===== src/rtl/fcfs_pkg.sv =====
package fcfs_pkg;

  // Capacity and derived index widths.
  localparam int MAX_PROCS = 16;
  localparam int IDX_W     = $clog2(MAX_PROCS);
  localparam int CNT_W     = $clog2(MAX_PROCS + 1);

  // Field widths.
  localparam int TIME_W  = 16;
  localparam int CT_W    = 22;
  localparam int SUM_W   = 26;
  localparam int AVG_W   = 30;
  localparam int FRAC_W  = 8;
  localparam int PNUM_W  = 7;
  localparam int DIVD_W  = SUM_W + FRAC_W;
  localparam int DSTEP_W = $clog2(DIVD_W);

  localparam logic [CT_W-1:0]  CT_MAX  = {CT_W{1'b1}};
  localparam logic [SUM_W-1:0] SUM_MAX = {SUM_W{1'b1}};

  typedef struct packed {
    logic [TIME_W-1:0] arrival_time;
    logic [TIME_W-1:0] burst_time;
    logic              last_process;
  } in_item_t;

  typedef struct packed {
    logic [PNUM_W-1:0] process_number;
    logic [CT_W-1:0]   completion_time;
    logic [CT_W-1:0]   turnaround_time;
    logic [CT_W-1:0]   waiting_time;
    logic [AVG_W-1:0]  avg_turnaround;
    logic [AVG_W-1:0]  avg_waiting;
    logic              last_result;
  } out_item_t;

  typedef enum logic [2:0] {
    ALU_MAX,
    ALU_ADD_SAT_CT,
    ALU_ADD_SAT_SUM,
    ALU_SUB,
    ALU_SUB_FLOOR
  } alu_op_t;

  typedef enum logic [4:0] {
    S_IDLE,
    S_KEY_RD,
    S_KEY_LD,
    S_CMP_RD,
    S_CMP,
    S_ORD_WR,
    S_W_ORD_RD,
    S_W_ORD_LD,
    S_W_PROC_RD,
    S_W_START,
    S_W_DONE,
    S_W_TAT,
    S_W_WT,
    S_W_TSUM,
    S_W_WSUM,
    S_DT_GO,
    S_DT_WAIT,
    S_DW_GO,
    S_DW_WAIT,
    S_O_RD,
    S_O_TAT,
    S_O_WT,
    S_O_EMIT
  } state_t;

  typedef struct packed {
    logic              ld_we;
    logic [IDX_W-1:0]  ld_addr;
    logic [TIME_W-1:0] ld_arrival;
    logic [TIME_W-1:0] ld_burst;
    logic [IDX_W-1:0]  rd_addr;
    logic              ord_we;
    logic [IDX_W-1:0]  ord_waddr;
    logic [IDX_W-1:0]  ord_wdata;
    logic [IDX_W-1:0]  ord_raddr;
    logic              cmp_we;
    logic [IDX_W-1:0]  cmp_waddr;
    logic [CT_W-1:0]   cmp_wdata;
  } store_ctl_t;

  typedef struct packed {
    logic [TIME_W-1:0] arrival;
    logic [TIME_W-1:0] burst;
    logic [IDX_W-1:0]  order;
    logic [CT_W-1:0]   completion;
  } store_rd_t;

endpackage


===== src/rtl/fcfs_store.sv =====
module fcfs_store import fcfs_pkg::*; (
  input  logic       clk,
  input  store_ctl_t ctl,
  output store_rd_t  rd
);

  logic [TIME_W-1:0] arrival_mem_r    [MAX_PROCS];
  logic [TIME_W-1:0] burst_mem_r      [MAX_PROCS];
  logic [IDX_W-1:0]  order_mem_r      [MAX_PROCS];
  logic [CT_W-1:0]   completion_mem_r [MAX_PROCS];

  // All reads are registered; data shows in the cycle after the address.
  always_ff @(posedge clk) begin
    if (ctl.ld_we) begin
      arrival_mem_r[ctl.ld_addr] <= ctl.ld_arrival;
      burst_mem_r[ctl.ld_addr]   <= ctl.ld_burst;
    end
    if (ctl.ord_we) begin
      order_mem_r[ctl.ord_waddr] <= ctl.ord_wdata;
    end
    if (ctl.cmp_we) begin
      completion_mem_r[ctl.cmp_waddr] <= ctl.cmp_wdata;
    end
    rd.arrival    <= arrival_mem_r[ctl.rd_addr];
    rd.burst      <= burst_mem_r[ctl.rd_addr];
    rd.completion <= completion_mem_r[ctl.rd_addr];
    rd.order      <= order_mem_r[ctl.ord_raddr];
  end

endmodule


===== src/rtl/fcfs_alu.sv =====
module fcfs_alu import fcfs_pkg::*; (
  input  alu_op_t          op,
  input  logic [SUM_W-1:0] a,
  input  logic [SUM_W-1:0] b,
  output logic [SUM_W-1:0] res,
  output logic             lt,
  output logic             eq
);

  logic [SUM_W:0] sum;
  logic [SUM_W:0] diff;

  assign sum  = {1'b0, a} + {1'b0, b};
  assign diff = {1'b0, a} - {1'b0, b};
  assign lt   = diff[SUM_W];
  assign eq   = (a == b);

  always_comb begin
    unique case (op)
      ALU_MAX:         res = lt ? b : a;
      ALU_ADD_SAT_CT:  res = (sum > {{(SUM_W-CT_W+1){1'b0}}, CT_MAX}) ?
                             SUM_W'(CT_MAX) : sum[SUM_W-1:0];
      ALU_ADD_SAT_SUM: res = sum[SUM_W] ? SUM_MAX : sum[SUM_W-1:0];
      ALU_SUB:         res = diff[SUM_W-1:0];
      ALU_SUB_FLOOR:   res = lt ? '0 : diff[SUM_W-1:0];
      default:         res = '0;
    endcase
  end

endmodule


===== src/rtl/fcfs_div.sv =====
module fcfs_div import fcfs_pkg::*; (
  input  logic              clk,
  input  logic              rst_n,
  input  logic              start,
  input  logic [DIVD_W-1:0] dividend,
  input  logic [CNT_W-1:0]  divisor,
  output logic              done,
  output logic [AVG_W-1:0]  quotient
);

  logic               run_r, run_nxt;
  logic               done_r, done_nxt;
  logic [DSTEP_W-1:0] step_r, step_nxt;
  logic [CNT_W-1:0]   rem_r, rem_nxt;
  logic [CNT_W-1:0]   div_r, div_nxt;
  logic [DIVD_W-1:0]  quo_r, quo_nxt;
  logic [CNT_W:0]     trial;
  logic               ge;

  // Restoring division, one quotient bit per cycle.
  assign trial = {rem_r, quo_r[DIVD_W-1]};
  assign ge    = (trial >= {1'b0, div_r});

  always_comb begin
    run_nxt  = run_r;
    done_nxt = 1'b0;
    step_nxt = step_r;
    rem_nxt  = rem_r;
    div_nxt  = div_r;
    quo_nxt  = quo_r;
    if (start) begin
      run_nxt  = 1'b1;
      step_nxt = '0;
      rem_nxt  = '0;
      div_nxt  = divisor;
      quo_nxt  = dividend;
    end else if (run_r) begin
      rem_nxt  = ge ? CNT_W'(trial - {1'b0, div_r}) : CNT_W'(trial);
      quo_nxt  = {quo_r[DIVD_W-2:0], ge};
      step_nxt = step_r + DSTEP_W'(1);
      if (step_r == DSTEP_W'(DIVD_W - 1)) begin
        run_nxt  = 1'b0;
        done_nxt = 1'b1;
      end
    end
  end

  always_ff @(posedge clk) begin
    if (!rst_n) begin
      run_r  <= 1'b0;
      done_r <= 1'b0;
    end else begin
      run_r  <= run_nxt;
      done_r <= done_nxt;
    end
    step_r <= step_nxt;
    rem_r  <= rem_nxt;
    div_r  <= div_nxt;
    quo_r  <= quo_nxt;
  end

  assign done     = done_r;
  assign quotient = quo_r[AVG_W-1:0];

endmodule


===== src/rtl/fcfs_schedule_calculator.sv =====
// First-come-first-served schedule calculator.
//
// Input channel: a transaction is taken at a rising edge where start is high
// and busy is low. Each transaction loads one process (arrival, burst); the
// processes are numbered from 1 in load order. Busy stays low during loading,
// so transactions may come back to back. Transactions beyond MAX_PROCS are
// dropped, but a dropped one that carries last_process still starts the run.
//
// The transaction marked last_process raises busy. A small sequencer drives
// one shared add/subtract/compare unit through a stable rank-by-arrival sort,
// the scheduling walk, two bit-serial divisions for the averages and the
// result phase. The length of a run is set by the single read port per store
// and the shared unit; the next set can load as soon as busy falls.
//
// Result channel: out_valid pulses for one cycle per result, in load order,
// and the receiver cannot stall. The last result carries last_result and both
// averages and shows in the first cycle with busy low. Synchronous reset clears
// the load count, running clock and sums; process stores hold garbage until loaded.
module fcfs_schedule_calculator import fcfs_pkg::*; (
  input  logic      clk,
  input  logic      rst_n,
  input  logic      start,
  output logic      busy,
  input  in_item_t  in_item,
  output logic      out_valid,
  output out_item_t out_item
);

  state_t            state_r, state_nxt;
  logic [CNT_W-1:0]  cnt_r, cnt_nxt;
  logic [IDX_W-1:0]  p_r, p_nxt;
  logic [IDX_W-1:0]  q_r, q_nxt;
  logic [IDX_W-1:0]  i_r, i_nxt;
  logic [IDX_W-1:0]  rank_r, rank_nxt;
  logic [IDX_W-1:0]  proc_r, proc_nxt;
  logic [TIME_W-1:0] key_r, key_nxt;
  logic [TIME_W-1:0] arr_r, arr_nxt;
  logic [TIME_W-1:0] bur_r, bur_nxt;
  logic [CT_W-1:0]   start_r, start_nxt;
  logic [CT_W-1:0]   clock_r, clock_nxt;
  logic [CT_W-1:0]   tat_r, tat_nxt;
  logic [CT_W-1:0]   wt_r, wt_nxt;
  logic [CT_W-1:0]   comp_r, comp_nxt;
  logic [SUM_W-1:0]  tsum_r, tsum_nxt;
  logic [SUM_W-1:0]  wsum_r, wsum_nxt;
  logic [AVG_W-1:0]  avg_t_r, avg_t_nxt;
  logic [AVG_W-1:0]  avg_w_r, avg_w_nxt;
  logic              out_valid_r, out_valid_nxt;
  out_item_t         out_item_r, out_item_nxt;

  store_ctl_t        st_ctl;
  store_rd_t         st_rd;
  alu_op_t           alu_op;
  logic [SUM_W-1:0]  alu_a, alu_b, alu_res;
  logic              alu_lt, alu_eq;
  logic              div_start, div_done;
  logic [DIVD_W-1:0] div_dividend;
  logic [AVG_W-1:0]  div_quo;

  logic              accept;
  logic              room;
  logic [CNT_W-1:0]  last_idx;
  logic              p_last, q_last, i_last;
  logic              less;

  assign accept   = start && (state_r == S_IDLE);
  assign room     = (cnt_r < CNT_W'(MAX_PROCS));
  assign last_idx = cnt_r - CNT_W'(1);
  assign p_last   = (CNT_W'(p_r) == last_idx);
  assign q_last   = (CNT_W'(q_r) == last_idx);
  assign i_last   = (CNT_W'(i_r) == last_idx);

  // Stable ordering: q ranks ahead of p on an earlier arrival, or on an
  // equal arrival when q was loaded first.
  assign less = alu_lt || (alu_eq && (q_r < p_r));

  fcfs_store u_store (
    .clk (clk),
    .ctl (st_ctl),
    .rd  (st_rd)
  );

  fcfs_alu u_alu (
    .op  (alu_op),
    .a   (alu_a),
    .b   (alu_b),
    .res (alu_res),
    .lt  (alu_lt),
    .eq  (alu_eq)
  );

  fcfs_div u_div (
    .clk      (clk),
    .rst_n    (rst_n),
    .start    (div_start),
    .dividend (div_dividend),
    .divisor  (cnt_r),
    .done     (div_done),
    .quotient (div_quo)
  );

  // Next state.
  always_comb begin
    state_nxt = state_r;
    unique case (state_r)
      S_IDLE:      if (accept && in_item.last_process) begin
                     state_nxt = S_KEY_RD;
                   end
      S_KEY_RD:    state_nxt = S_KEY_LD;
      S_KEY_LD:    state_nxt = S_CMP_RD;
      S_CMP_RD:    state_nxt = S_CMP;
      S_CMP:       state_nxt = q_last ? S_ORD_WR : S_CMP_RD;
      S_ORD_WR:    state_nxt = p_last ? S_W_ORD_RD : S_KEY_RD;
      S_W_ORD_RD:  state_nxt = S_W_ORD_LD;
      S_W_ORD_LD:  state_nxt = S_W_PROC_RD;
      S_W_PROC_RD: state_nxt = S_W_START;
      S_W_START:   state_nxt = S_W_DONE;
      S_W_DONE:    state_nxt = S_W_TAT;
      S_W_TAT:     state_nxt = S_W_WT;
      S_W_WT:      state_nxt = S_W_TSUM;
      S_W_TSUM:    state_nxt = S_W_WSUM;
      S_W_WSUM:    state_nxt = i_last ? S_DT_GO : S_W_ORD_RD;
      S_DT_GO:     state_nxt = S_DT_WAIT;
      S_DT_WAIT:   if (div_done) begin
                     state_nxt = S_DW_GO;
                   end
      S_DW_GO:     state_nxt = S_DW_WAIT;
      S_DW_WAIT:   if (div_done) begin
                     state_nxt = S_O_RD;
                   end
      S_O_RD:      state_nxt = S_O_TAT;
      S_O_TAT:     state_nxt = S_O_WT;
      S_O_WT:      state_nxt = S_O_EMIT;
      S_O_EMIT:    state_nxt = i_last ? S_IDLE : S_O_RD;
      default:     state_nxt = S_IDLE;
    endcase
  end

  // Control outputs: store ports, shared unit operands and divider launch.
  always_comb begin
    st_ctl            = '0;
    st_ctl.ld_we      = accept && room;
    st_ctl.ld_addr    = cnt_r[IDX_W-1:0];
    st_ctl.ld_arrival = in_item.arrival_time;
    st_ctl.ld_burst   = in_item.burst_time;
    st_ctl.ord_waddr  = rank_r;
    st_ctl.ord_wdata  = p_r;
    st_ctl.ord_raddr  = i_r;
    st_ctl.cmp_waddr  = proc_r;
    st_ctl.cmp_wdata  = alu_res[CT_W-1:0];
    alu_op            = ALU_SUB;
    alu_a             = '0;
    alu_b             = '0;
    div_start         = 1'b0;
    div_dividend      = {tsum_r, FRAC_W'(0)};
    unique case (state_r)
      S_KEY_RD:    st_ctl.rd_addr = p_r;
      S_CMP_RD:    st_ctl.rd_addr = q_r;
      S_CMP: begin
        alu_a = SUM_W'(st_rd.arrival);
        alu_b = SUM_W'(key_r);
      end
      S_ORD_WR:    st_ctl.ord_we = 1'b1;
      S_W_PROC_RD: st_ctl.rd_addr = proc_r;
      S_W_START: begin
        alu_op = ALU_MAX;
        alu_a  = SUM_W'(clock_r);
        alu_b  = SUM_W'(st_rd.arrival);
      end
      S_W_DONE: begin
        alu_op        = ALU_ADD_SAT_CT;
        alu_a         = SUM_W'(start_r);
        alu_b         = SUM_W'(bur_r);
        st_ctl.cmp_we = 1'b1;
      end
      S_W_TAT: begin
        alu_a = SUM_W'(clock_r);
        alu_b = SUM_W'(arr_r);
      end
      S_W_WT, S_O_WT: begin
        alu_op = ALU_SUB_FLOOR;
        alu_a  = SUM_W'(tat_r);
        alu_b  = SUM_W'(bur_r);
      end
      S_W_TSUM: begin
        alu_op = ALU_ADD_SAT_SUM;
        alu_a  = tsum_r;
        alu_b  = SUM_W'(tat_r);
      end
      S_W_WSUM: begin
        alu_op = ALU_ADD_SAT_SUM;
        alu_a  = wsum_r;
        alu_b  = SUM_W'(wt_r);
      end
      S_DT_GO:     div_start = 1'b1;
      S_DW_GO: begin
        div_start    = 1'b1;
        div_dividend = {wsum_r, FRAC_W'(0)};
      end
      S_O_RD:      st_ctl.rd_addr = i_r;
      S_O_TAT: begin
        alu_a = SUM_W'(st_rd.completion);
        alu_b = SUM_W'(st_rd.arrival);
      end
      default: begin
      end
    endcase
  end

  // Datapath register updates.
  always_comb begin
    cnt_nxt       = cnt_r;
    p_nxt         = p_r;
    q_nxt         = q_r;
    i_nxt         = i_r;
    rank_nxt      = rank_r;
    proc_nxt      = proc_r;
    key_nxt       = key_r;
    arr_nxt       = arr_r;
    bur_nxt       = bur_r;
    start_nxt     = start_r;
    clock_nxt     = clock_r;
    tat_nxt       = tat_r;
    wt_nxt        = wt_r;
    comp_nxt      = comp_r;
    tsum_nxt      = tsum_r;
    wsum_nxt      = wsum_r;
    avg_t_nxt     = avg_t_r;
    avg_w_nxt     = avg_w_r;
    out_valid_nxt = 1'b0;
    out_item_nxt  = out_item_r;
    unique case (state_r)
      S_IDLE: begin
        if (accept && room) begin
          cnt_nxt = cnt_r + CNT_W'(1);
        end
        p_nxt    = '0;
        q_nxt    = '0;
        rank_nxt = '0;
      end
      S_KEY_LD: begin
        key_nxt = st_rd.arrival;
        q_nxt   = '0;
      end
      S_CMP: begin
        if (less) begin
          rank_nxt = rank_r + IDX_W'(1);
        end
        q_nxt = q_r + IDX_W'(1);
      end
      S_ORD_WR: begin
        rank_nxt = '0;
        p_nxt    = p_r + IDX_W'(1);
        i_nxt    = '0;
      end
      S_W_ORD_LD:  proc_nxt = st_rd.order;
      S_W_START: begin
        start_nxt = alu_res[CT_W-1:0];
        arr_nxt   = st_rd.arrival;
        bur_nxt   = st_rd.burst;
      end
      S_W_DONE:    clock_nxt = alu_res[CT_W-1:0];
      S_W_TAT:     tat_nxt = alu_res[CT_W-1:0];
      S_W_WT:      wt_nxt = alu_res[CT_W-1:0];
      S_W_TSUM:    tsum_nxt = alu_res;
      S_W_WSUM: begin
        wsum_nxt = alu_res;
        i_nxt    = i_last ? '0 : i_r + IDX_W'(1);
      end
      S_DT_WAIT:   if (div_done) begin
                     avg_t_nxt = div_quo;
                   end
      S_DW_WAIT:   if (div_done) begin
                     avg_w_nxt = div_quo;
                   end
      S_O_TAT: begin
        tat_nxt  = alu_res[CT_W-1:0];
        comp_nxt = st_rd.completion;
        bur_nxt  = st_rd.burst;
      end
      S_O_WT:      wt_nxt = alu_res[CT_W-1:0];
      S_O_EMIT: begin
        out_valid_nxt                = 1'b1;
        out_item_nxt.process_number  = PNUM_W'(i_r) + PNUM_W'(1);
        out_item_nxt.completion_time = comp_r;
        out_item_nxt.turnaround_time = tat_r;
        out_item_nxt.waiting_time    = wt_r;
        out_item_nxt.avg_turnaround  = i_last ? avg_t_r : '0;
        out_item_nxt.avg_waiting     = i_last ? avg_w_r : '0;
        out_item_nxt.last_result     = i_last;
        i_nxt                        = i_r + IDX_W'(1);
        if (i_last) begin
          // The run is over; the next transaction opens a new set.
          cnt_nxt   = '0;
          clock_nxt = '0;
          tsum_nxt  = '0;
          wsum_nxt  = '0;
        end
      end
      default: begin
      end
    endcase
  end

  always_ff @(posedge clk) begin
    if (!rst_n) begin
      state_r     <= S_IDLE;
      cnt_r       <= '0;
      clock_r     <= '0;
      tsum_r      <= '0;
      wsum_r      <= '0;
      out_valid_r <= 1'b0;
    end else begin
      state_r     <= state_nxt;
      cnt_r       <= cnt_nxt;
      clock_r     <= clock_nxt;
      tsum_r      <= tsum_nxt;
      wsum_r      <= wsum_nxt;
      out_valid_r <= out_valid_nxt;
    end
    p_r        <= p_nxt;
    q_r        <= q_nxt;
    i_r        <= i_nxt;
    rank_r     <= rank_nxt;
    proc_r     <= proc_nxt;
    key_r      <= key_nxt;
    arr_r      <= arr_nxt;
    bur_r      <= bur_nxt;
    start_r    <= start_nxt;
    tat_r      <= tat_nxt;
    wt_r       <= wt_nxt;
    comp_r     <= comp_nxt;
    avg_t_r    <= avg_t_nxt;
    avg_w_r    <= avg_w_nxt;
    out_item_r <= out_item_nxt;
  end

  assign busy      = (state_r != S_IDLE);
  assign out_valid = out_valid_r;
  assign out_item  = out_item_r;

  // Only the final result of a run coincides with the block going idle.
  a_last_idle: assert property (@(posedge clk) disable iff (!rst_n)
    out_valid |-> (busy == !out_item.last_result))
    else $error("last_result does not match the end of the run");

  a_cnt_cap: assert property (@(posedge clk) disable iff (!rst_n)
    cnt_r <= CNT_W'(MAX_PROCS))
    else $error("load count above capacity");

  a_run_start: assert property (@(posedge clk) disable iff (!rst_n)
    (start && !busy && in_item.last_process) |=> busy)
    else $error("final process did not start the run");

  // A sort rank always lands inside the loaded set.
  a_rank_range: assert property (@(posedge clk) disable iff (!rst_n)
    (state_r == S_ORD_WR) |-> (CNT_W'(rank_r) < cnt_r))
    else $error("sort rank outside the loaded set");

endmodule


===== config.mk =====
export PLATFORM = sky130hd
export DESIGN_NAME = fcfs_schedule_calculator
export DESIGN_NICKNAME = d
export VERILOG_FILES = /design/src/rtl/fcfs_pkg.sv /design/src/rtl/fcfs_store.sv /design/src/rtl/fcfs_alu.sv /design/src/rtl/fcfs_div.sv /design/src/rtl/fcfs_schedule_calculator.sv
export SDC_FILE = /design/constraint.sdc
export NUM_CORES = 2
export LEC_CHECK = 0
export BUFFER_PORTS_ARGS = -buffer_cell sky130_fd_sc_hd__buf_2
export CAP_MARGIN = 20
export CORE_MARGIN = 2
export CORE_UTILIZATION = 65
export CTS_CLUSTER_SIZE = 24
export DETAILED_ROUTE_END_ITERATION = 8
export PLACE_DENSITY = 0.87
export SYNTH_ARGS = -nofsm -noshare
export SYNTH_HDL_FRONTEND = slang
export SYNTH_HIERARCHICAL = 1
export SYNTH_SLANG_ARGS = --single-unit

===== constraint.sdc =====
create_clock -name clk -period 21.4 [get_ports clk]
set_clock_uncertainty 0.05 [all_clocks]
set_input_delay 2.14 -clock clk [delete_from_list [all_inputs] [get_ports clk]]
set_output_delay 2.14 -clock clk [all_outputs]
set_load 0.005 [all_outputs]

# After elaboration in Yosys (flattened, before gate mapping)
# Memory sizes are Yosys's and may differ from the RTL's. A register that Yosys moved wholly into a read port is not among the register bits.
# Cells that the tools add are included.
[classes] addsub=11 eq_ne=37 n_reduce_logical=35 bitwise_logic=2 n_lt_le_gt_ge=4 mux=49
[op_table] op="case mux 26 bit (7 select lines)" count=1
[op_table] op="case mux 22 bit (6 select lines)" count=1
[op_table] op="two-way mux 26 bit" count=5
[op_table] op="case mux 26 bit (5 select lines)" count=1
[op_table] op="case mux 5 bit (23 select lines)" count=1
[op_table] op="case mux 26 bit (2 select lines)" count=2
[op_table] op="two-way mux 34 bit" count=3
[op_table] op="case mux 22 bit (2 select lines)" count=1
[op_table] op="equality test 5 x 4 -> 1 bit, second input constant" count=8
[op_table] op="equality test 5 bit, second input constant" count=7
[op_table] op="two-way mux 5 bit" count=7
[op_table] op="adder 26 x 22 -> 27 bit" count=1
[op_table] op="greater-than comparator 27 x 22 -> 1 bit, second input constant" count=1
[op_table] op="subtractor 26 x 22 -> 27 bit" count=1
[op_table] op="equality test 26 x 22 -> 1 bit" count=1
[op_table] op="case mux 4 bit (2 select lines)" count=3
[op_table] op="two-way mux 22 bit" count=1
[op_table] op="equality test 5 x 3 -> 1 bit, second input constant" count=4
[op_table] op="adder 4 x 1 -> 4 bit, second input constant" count=4
[op_table] op="case mux 4 bit (4 select lines)" count=1
[op_table] op="nonzero test 2 bit" count=8
[op_table] op="OR reduction 2 bit" count=8
[op_table] op="equality test 4 x 5 -> 1 bit" count=3
[op_table] op="two-way mux 1 bit" count=14
[op_table] op="other kinds (31)" count=51
[totals] mem_bits_rw=928 mem_count=4 regBits=487 elab_cells=175 out_inout_bits=136
[memory_table] memory="u_store.completion_mem_r" words=16 word_bits=22 read_ports=1 rd_ports_with_merged_regs=1 write_ports=1 line_no="fcfs_store.sv:10" rtl="logic [CT_W-1:0] completion_mem_r [MAX_PROCS];"
[memory_table] memory="u_store.arrival_mem_r" words=16 word_bits=16 read_ports=1 rd_ports_with_merged_regs=1 write_ports=1 line_no="fcfs_store.sv:7" rtl="logic [TIME_W-1:0] arrival_mem_r [MAX_PROCS];"
[memory_table] memory="u_store.burst_mem_r" words=16 word_bits=16 read_ports=1 rd_ports_with_merged_regs=1 write_ports=1 line_no="fcfs_store.sv:8" rtl="logic [TIME_W-1:0] burst_mem_r [MAX_PROCS];"
[memory_table] memory="u_store.order_mem_r" words=16 word_bits=4 read_ports=1 rd_ports_with_merged_regs=1 write_ports=1 line_no="fcfs_store.sv:9" rtl="logic [IDX_W-1:0] order_mem_r [MAX_PROCS];"

# Logic depth before layout (Yosys ltp)
[logic_depth] depth_word=8 mapped_depth=25 depth_no_buf=20

# Modules after synthesis
# The synthesis kept the hierarchy.
[modules_own_cells] module="fcfs_store" seq_area_each_um2=29027.8 cells_per_inst=1547 area_each_um2=36145.9 instances=1
[modules_own_cells] module="fcfs_schedule_calculator" seq_area_each_um2=12151.7 cells_per_inst=1201 area_each_um2=16983.8 instances=1
[modules_own_cells] module="fcfs_alu" seq_area_each_um2=0.0 cells_per_inst=584 area_each_um2=3942.5 instances=1
[modules_own_cells] module="fcfs_div" seq_area_each_um2=1431.4 cells_per_inst=203 area_each_um2=2588.7 instances=1

# Worst setup path after synthesis
# Ideal clock, no wire load.
[synth_path] path_kind="reg2reg" from="reg state_r[4]" to="reg clock_r[4]" setup_time_ps=128 n_path_buf=4 synth_period_minus_slack_ps=8562 slack_ps=12838 path_stages_with_launch=20 arrival_ps=8385 required_time_ps=21222 path_cell_list="dfxtp_1 -> buf_2 -> nor4_1 -> or2_2 -> buf_2 -> buf_2 -> a221o_1 -> inv_1 -> ha_1 -> clkbuf_1 -> or2_1 -> nor4_1 -> o21ai_1 -> o31ai_1 -> o22ai_1 -> mux2i_1 -> o211ai_2 -> nand4_1 -> a2bb2oi_1 -> nor2_1"
[synth_via] elab_chain_cells=8 elab_cells_between_ends=35 classes_between="add/sub: 2; order compare: 1; eq/ne: 15; mux: 9; reduce/logical: 8"
[synth_lines] element="start, declared" line_no="fcfs_schedule_calculator.sv:29" rtl="state_t state_r, state_nxt;"
[synth_lines] element="start signal, assigned" line_no="fcfs_schedule_calculator.sv:314" rtl="state_r <= state_nxt;"
[synth_lines] element="equality test 5 bit or equality test 5 x 4 -> 1 bit (tied branches)" line_no="fcfs_schedule_calculator.sv:156" rtl="unique case (state_r)"
[synth_lines] element="OR reduction 3 bit (no line) or OR reduction 2 bit (tied branches)"
[synth_lines] element="case mux 22 bit (6 select lines) *" line_no="fcfs_schedule_calculator.sv:156"
[synth_lines] element="via alu_b[8]" line_no="fcfs_schedule_calculator.sv:54" rtl="logic [SUM_W-1:0] alu_a, alu_b, alu_res;"
[synth_lines] element="adder 26 x 22 -> 27 bit" line_no="fcfs_alu.sv:13" rtl="assign sum = {1'b0, a} + {1'b0, b};"
[synth_lines] element="greater-than comparator 27 x 22 -> 1 bit" line_no="fcfs_alu.sv:21" rtl="ALU_ADD_SAT_CT: res = (sum > {{(SUM_W-CT_W+1){1'b0}}, CT_MAX}) ?"
[synth_lines] element="two-way mux 26 bit" line_no="fcfs_alu.sv:21"
[synth_lines] element="case mux 26 bit (5 select lines) *" line_no="fcfs_alu.sv:19" rtl="unique case (op)"
[synth_lines] element="via alu_res[4]" line_no="fcfs_schedule_calculator.sv:54"
[synth_lines] element="case mux 22 bit (2 select lines) *" line_no="fcfs_schedule_calculator.sv:232" rtl="unique case (state_r)"
[synth_lines] element="end signal, assigned" line_no="fcfs_schedule_calculator.sv:316" rtl="clock_r <= clock_nxt;"
[synth_lines] element="end, declared" line_no="fcfs_schedule_calculator.sv:40" rtl="logic [CT_W-1:0] clock_r, clock_nxt;"
# The timed path passes the listed nets; every way through them passes the cells marked *.
# A chain may end at the register's enable or synchronous reset.

# Final worst setup path
[layout_path] from="reg state_r[4]" to="reg wsum_r[5]"
[layout_via] elab_chain_cells=8 elab_cells_between_ends=35 classes_between="add/sub: 2; order compare: 1; eq/ne: 15; mux: 9; reduce/logical: 8"
[layout_lines] element="equality test 5 bit or equality test 5 x 4 -> 1 bit (tied branches)" line_no="fcfs_schedule_calculator.sv:156"
[layout_lines] element="OR reduction 2 bit (no line)"
[layout_lines] element="case mux 26 bit (7 select lines) *" line_no="fcfs_schedule_calculator.sv:156"
[layout_lines] element="via alu_a[14]" line_no="fcfs_schedule_calculator.sv:54"
[layout_lines] element="adder 26 x 22 -> 27 bit" line_no="fcfs_alu.sv:13"
[layout_lines] element="greater-than comparator 27 x 22 -> 1 bit" line_no="fcfs_alu.sv:21"
[layout_lines] element="two-way mux 26 bit" line_no="fcfs_alu.sv:21"
[layout_lines] element="case mux 26 bit (5 select lines) *" line_no="fcfs_alu.sv:19"
[layout_lines] element="via alu_res[5]" line_no="fcfs_schedule_calculator.sv:54"
[layout_lines] element="case mux 26 bit (2 select lines) *" line_no="fcfs_schedule_calculator.sv:232"
[layout_lines] element="end signal, assigned" line_no="fcfs_schedule_calculator.sv:318" rtl="wsum_r <= wsum_nxt;"
[layout_lines] element="end, declared" line_no="fcfs_schedule_calculator.sv:45" rtl="logic [SUM_W-1:0] wsum_r, wsum_nxt;"
# Marked as above.

==> impl_metrics.ini <==
[run_status]
status = finished clean

[timing]
fin_crit_sh = 0.381
post-route-min-period_ns = 8.15
finalHoldViolCount = 0
tightest_slew_ns = 1.13
grt_setup_unrepaired = no
drv_slew = 0
fin_tns_setup_ns = 0
fmax_mhz = 123
finalSetupViolCount = 0
relSlewSlack = 0.241

[critical_path]
cpMostUsedCell = buf_4
r2r-end = wsum_r[5]
ff2ff_path_depth = 20
critical_path.startpoint_type = flop
worstPathArrival_ns = 8.70
r2r_slack_ns = 13.25
r2r_start = state_r[4]
critPathTopFamily = simple AND/OR/NAND/NOR gates
critPathCapture = wsum_r[5]
startpoint = state_r[4]
endpoint_kind = flop
path_buf_inv = 4
critPathKind = reg2reg
crit_required_ns = 21.94
path_cells = nand2b_1 > or3_1 > buf_4 > inv_2 > buf_4 > a222oi_1 > nand3_1 > ha_1 > nor3_1 > nand2_1 > a2111oi_0 > nor4b_1 > o221ai_2 > xnor2_1 > nand4bb_1 > o211ai_2 > buf_4 > nand4_1 > nand3_1 > o21ai_0
cp_num_cells = 20
cpPeakStageDelay_ns = 0.95
slowest_stage = dfxtp_1
cp_max_fo = 29

[min_path]
worstHoldStart = u_store/rd[22]
hold_path_class = reg2reg

[place]
gp_congestion = 0.979
hpwl_um = 91500
dp.cells = 4747
io_buffers = 169

[floorplan]
dieWidth_um = 307
fp-row-count = 111
coreArea_um2 = 91200
die_h_um = 307
start_util = 0.654
io_pins = 172
fp.dieArea_um2 = 94200

[pwr]
power_leakage_nw = 22.2
ir_worst_vdd_mv = 0.0925
power_density_nw_per_um2 = 89.6

[cts]
cts_buffer_depth = 3
htree_levels = 4
ctsResizeCount = 0
clockRootBuffer = clkbuf_16
cts_tree = done
clock_sinks = 1471
clkTransAtPathRegs_ns = 0.06
clk_latency_ns = 0.78
cts_hold_repair.buffers = 0
cts_setup_buffers = 0
numCtsBuffers = 141

[synthesis]
synth_area_leaders = edfxtp_1 (66%), mux4_2 (8.8%), dfxtp_1 (5.2%), a22oi_1 (2.2%), ha_1 (1.4%)
synth_top_area_frac = 0.662
netlist-cell-type-count = 91
syn_inst = 3535
synth_area_per_cell_um2 = 16.9
ys_seq_area_frac = 0.714
synth-main-ff-cell = edfxtp_1
yosysTopAreaCell = edfxtp_1
yosysWarnings = 6
synthArstFlopShare = 0
ys_ff_latch = 1471
syn-cell-area_um2 = 59700
synth-edff-count = 1315

[global_routing]
grt_pass1_vias = 35084
grtUsageTotal = 0.344
grt_start_max_net_pins = 98
use_met3 = 0.0746
overflow = 0
antenna_found_initial = 10
grt_use_met2 = 0.553
busiest_layer = met2
met1_usage = 0.441
grt_pass1_wl_um = 233000

[route]
wl_um = 161000
ant_nets = 0
viasPerCell = 7.02
drc_errors = 0
routedWlPerCell_um = 32.1
drt-initial-drc-count = 5837
vias = 35182
firstDrtPassIters = 8

[finish]
drive_gt1_frac = 0.223
area_delta_synth_final_pct = 11.2
layoutNonFillerInstCount = 5013
nNetsFinal = 3811

[job]
cap_violations = 0
## flip-flops by register name, summed over array words and instances (netlist names), 26 cells and up
| signal | count |
|---|---|
| u_store/arrival_mem_r | 256 |
| avg_t_r | 30 |
| tsum_r | 26 |
| out_item | 132 |
| u_store/order_mem_r | 64 |
| u_store/burst_mem_r | 256 |
| wsum_r | 26 |
| u_store/rd | 58 |
| u_div/quo_r | 34 |
| avg_w_r | 30 |
| u_store/completion_mem_r | 352 |
## stage by stage
step                setup slack (ns)   util  hold WS (ns)  power [mW]  instance area (µm²)
floorplan                      12.84      -         0.336        3.37                59700
global placement               13.94  0.675         0.337        3.45                61600
detailed placement             13.65  0.676         0.339        3.46                61700
CTS                            13.63  0.727         0.351        5.96                66400
global route                   12.78  0.727         0.363        6.07                66400
finish                         13.25  0.727         0.352        5.95                66400
## worst reg2reg max path, cell delays in order (launching register included)
cell	delay [ns]
dfxtp_1	0.95
nand2b_1	0.44
or3_1	0.17
buf_4	0.42
inv_2	0.41
buf_4	0.38
a222oi_1	0.50
nand3_1	0.25
ha_1	0.55
nor3_1	0.32
nand2_1	0.12
a2111oi_0	0.74
nor4b_1	0.26
o221ai_2	0.21
xnor2_1	0.10
nand4bb_1	0.22
o211ai_2	0.15
buf_4	0.38
nand4_1	0.88
nand3_1	0.34
o21ai_0	0.12
## how the worst min path moves through the flow
stage | to | cells after the start
finish | proc_r[0] | 0
global route | proc_r[2] | 0
CTS | proc_r[3] | 0
detailed placement | proc_r[0] | 0
global placement | proc_r[2] | 0
floorplan | bur_r[0] | 0
## cell usage in the layout, fill, tap and decap left out, types with 29 or more instances in the layout
cell type | synthesis | routed
o21ai_0 | 54 | 53
nand3_1 | 80 | 80
a21oi_1 | 76 | 76
clkbuf_1 | 99 | 32
mux4_2 | 232 | 232
a2bb2oi_1 | 49 | 49
mux2_2 | 70 | 70
dfxtp_1 | 156 | 156
buf_4 | 45 | 72
nor2_1 | 178 | 150
a22oi_1 | 177 | 177
ha_1 | 68 | 68
and2_1 | 68 | 67
clkbuf_16 | 0 | 147
a222oi_1 | 29 | 29
buf_2 | 47 | 169
inv_1 | 75 | 74
edfxtp_1 | 1315 | 1315
nand2_1 | 217 | 217
## cell families (layout without fill, tap and decap cells)
group	Yosys count	after routing	synth area share
compound gates	584	584	0.0723
xor+xnor	44	44	0.00717
fa+ha+maj	71	71	0.0153
buf+inv	317	584	0.0266
flops	1471	1471	0.714
mux	324	324	0.104
other cells	1	26	0.0000629
simple gates	723	723	0.0599
## cell type report
class                   instances  area, µm²
flip-flops and latches       1471      42600
fillers                      5129      24900
multi-input cells            1768      15800
clock buffers                 188       3920
well taps                    1186       1480
repair buffers                243       1430
clock inverters                74        785
inverters                      79        302
diodes                          4       10.0
## layer usage
metal,vias to the layer above,part of all wire
met5,-,0.00026
li1,14337,-
met4,6,0.060
met1,17403,0.34
met2,2829,0.49
met3,607,0.12
## report_power, final
group / internal [mW] / switching, mW / leakage (nW)
clock: 1.44 / 1.10 / 2.28
sequential: 3.16 / 0.0472 / 13.1
combinational: 0.0779 / 0.133 / 6.81
total: 4.67 / 1.28 / 22.2
## cell usage after synthesis (all sizes together) (7+ instances only)
cell	count
a21o	22
clkbuf	101
mux2i	22
nand3	93
buf	137
a22o	18
mux2	70
nor3	33
o21bai	11
a221o	24
nand2	218
and3	9
o22ai	16
a2bb2oi	49
a22oi	177
a31oi	11
and2	68
dfxtp	156
nand3b	10
xnor2	26
a222oi	29
nor4	10
ha	68
o21ai	65
nor2b	24
o221ai	15
o211ai	7
or3	14
xor2	15
nor2	179
mux4	232
edfxtp	1315
nand4	21
or2	10
nand2b	20
inv	79
a211oi	8
a21oi	76
Power figures use the tool's default switching activity.
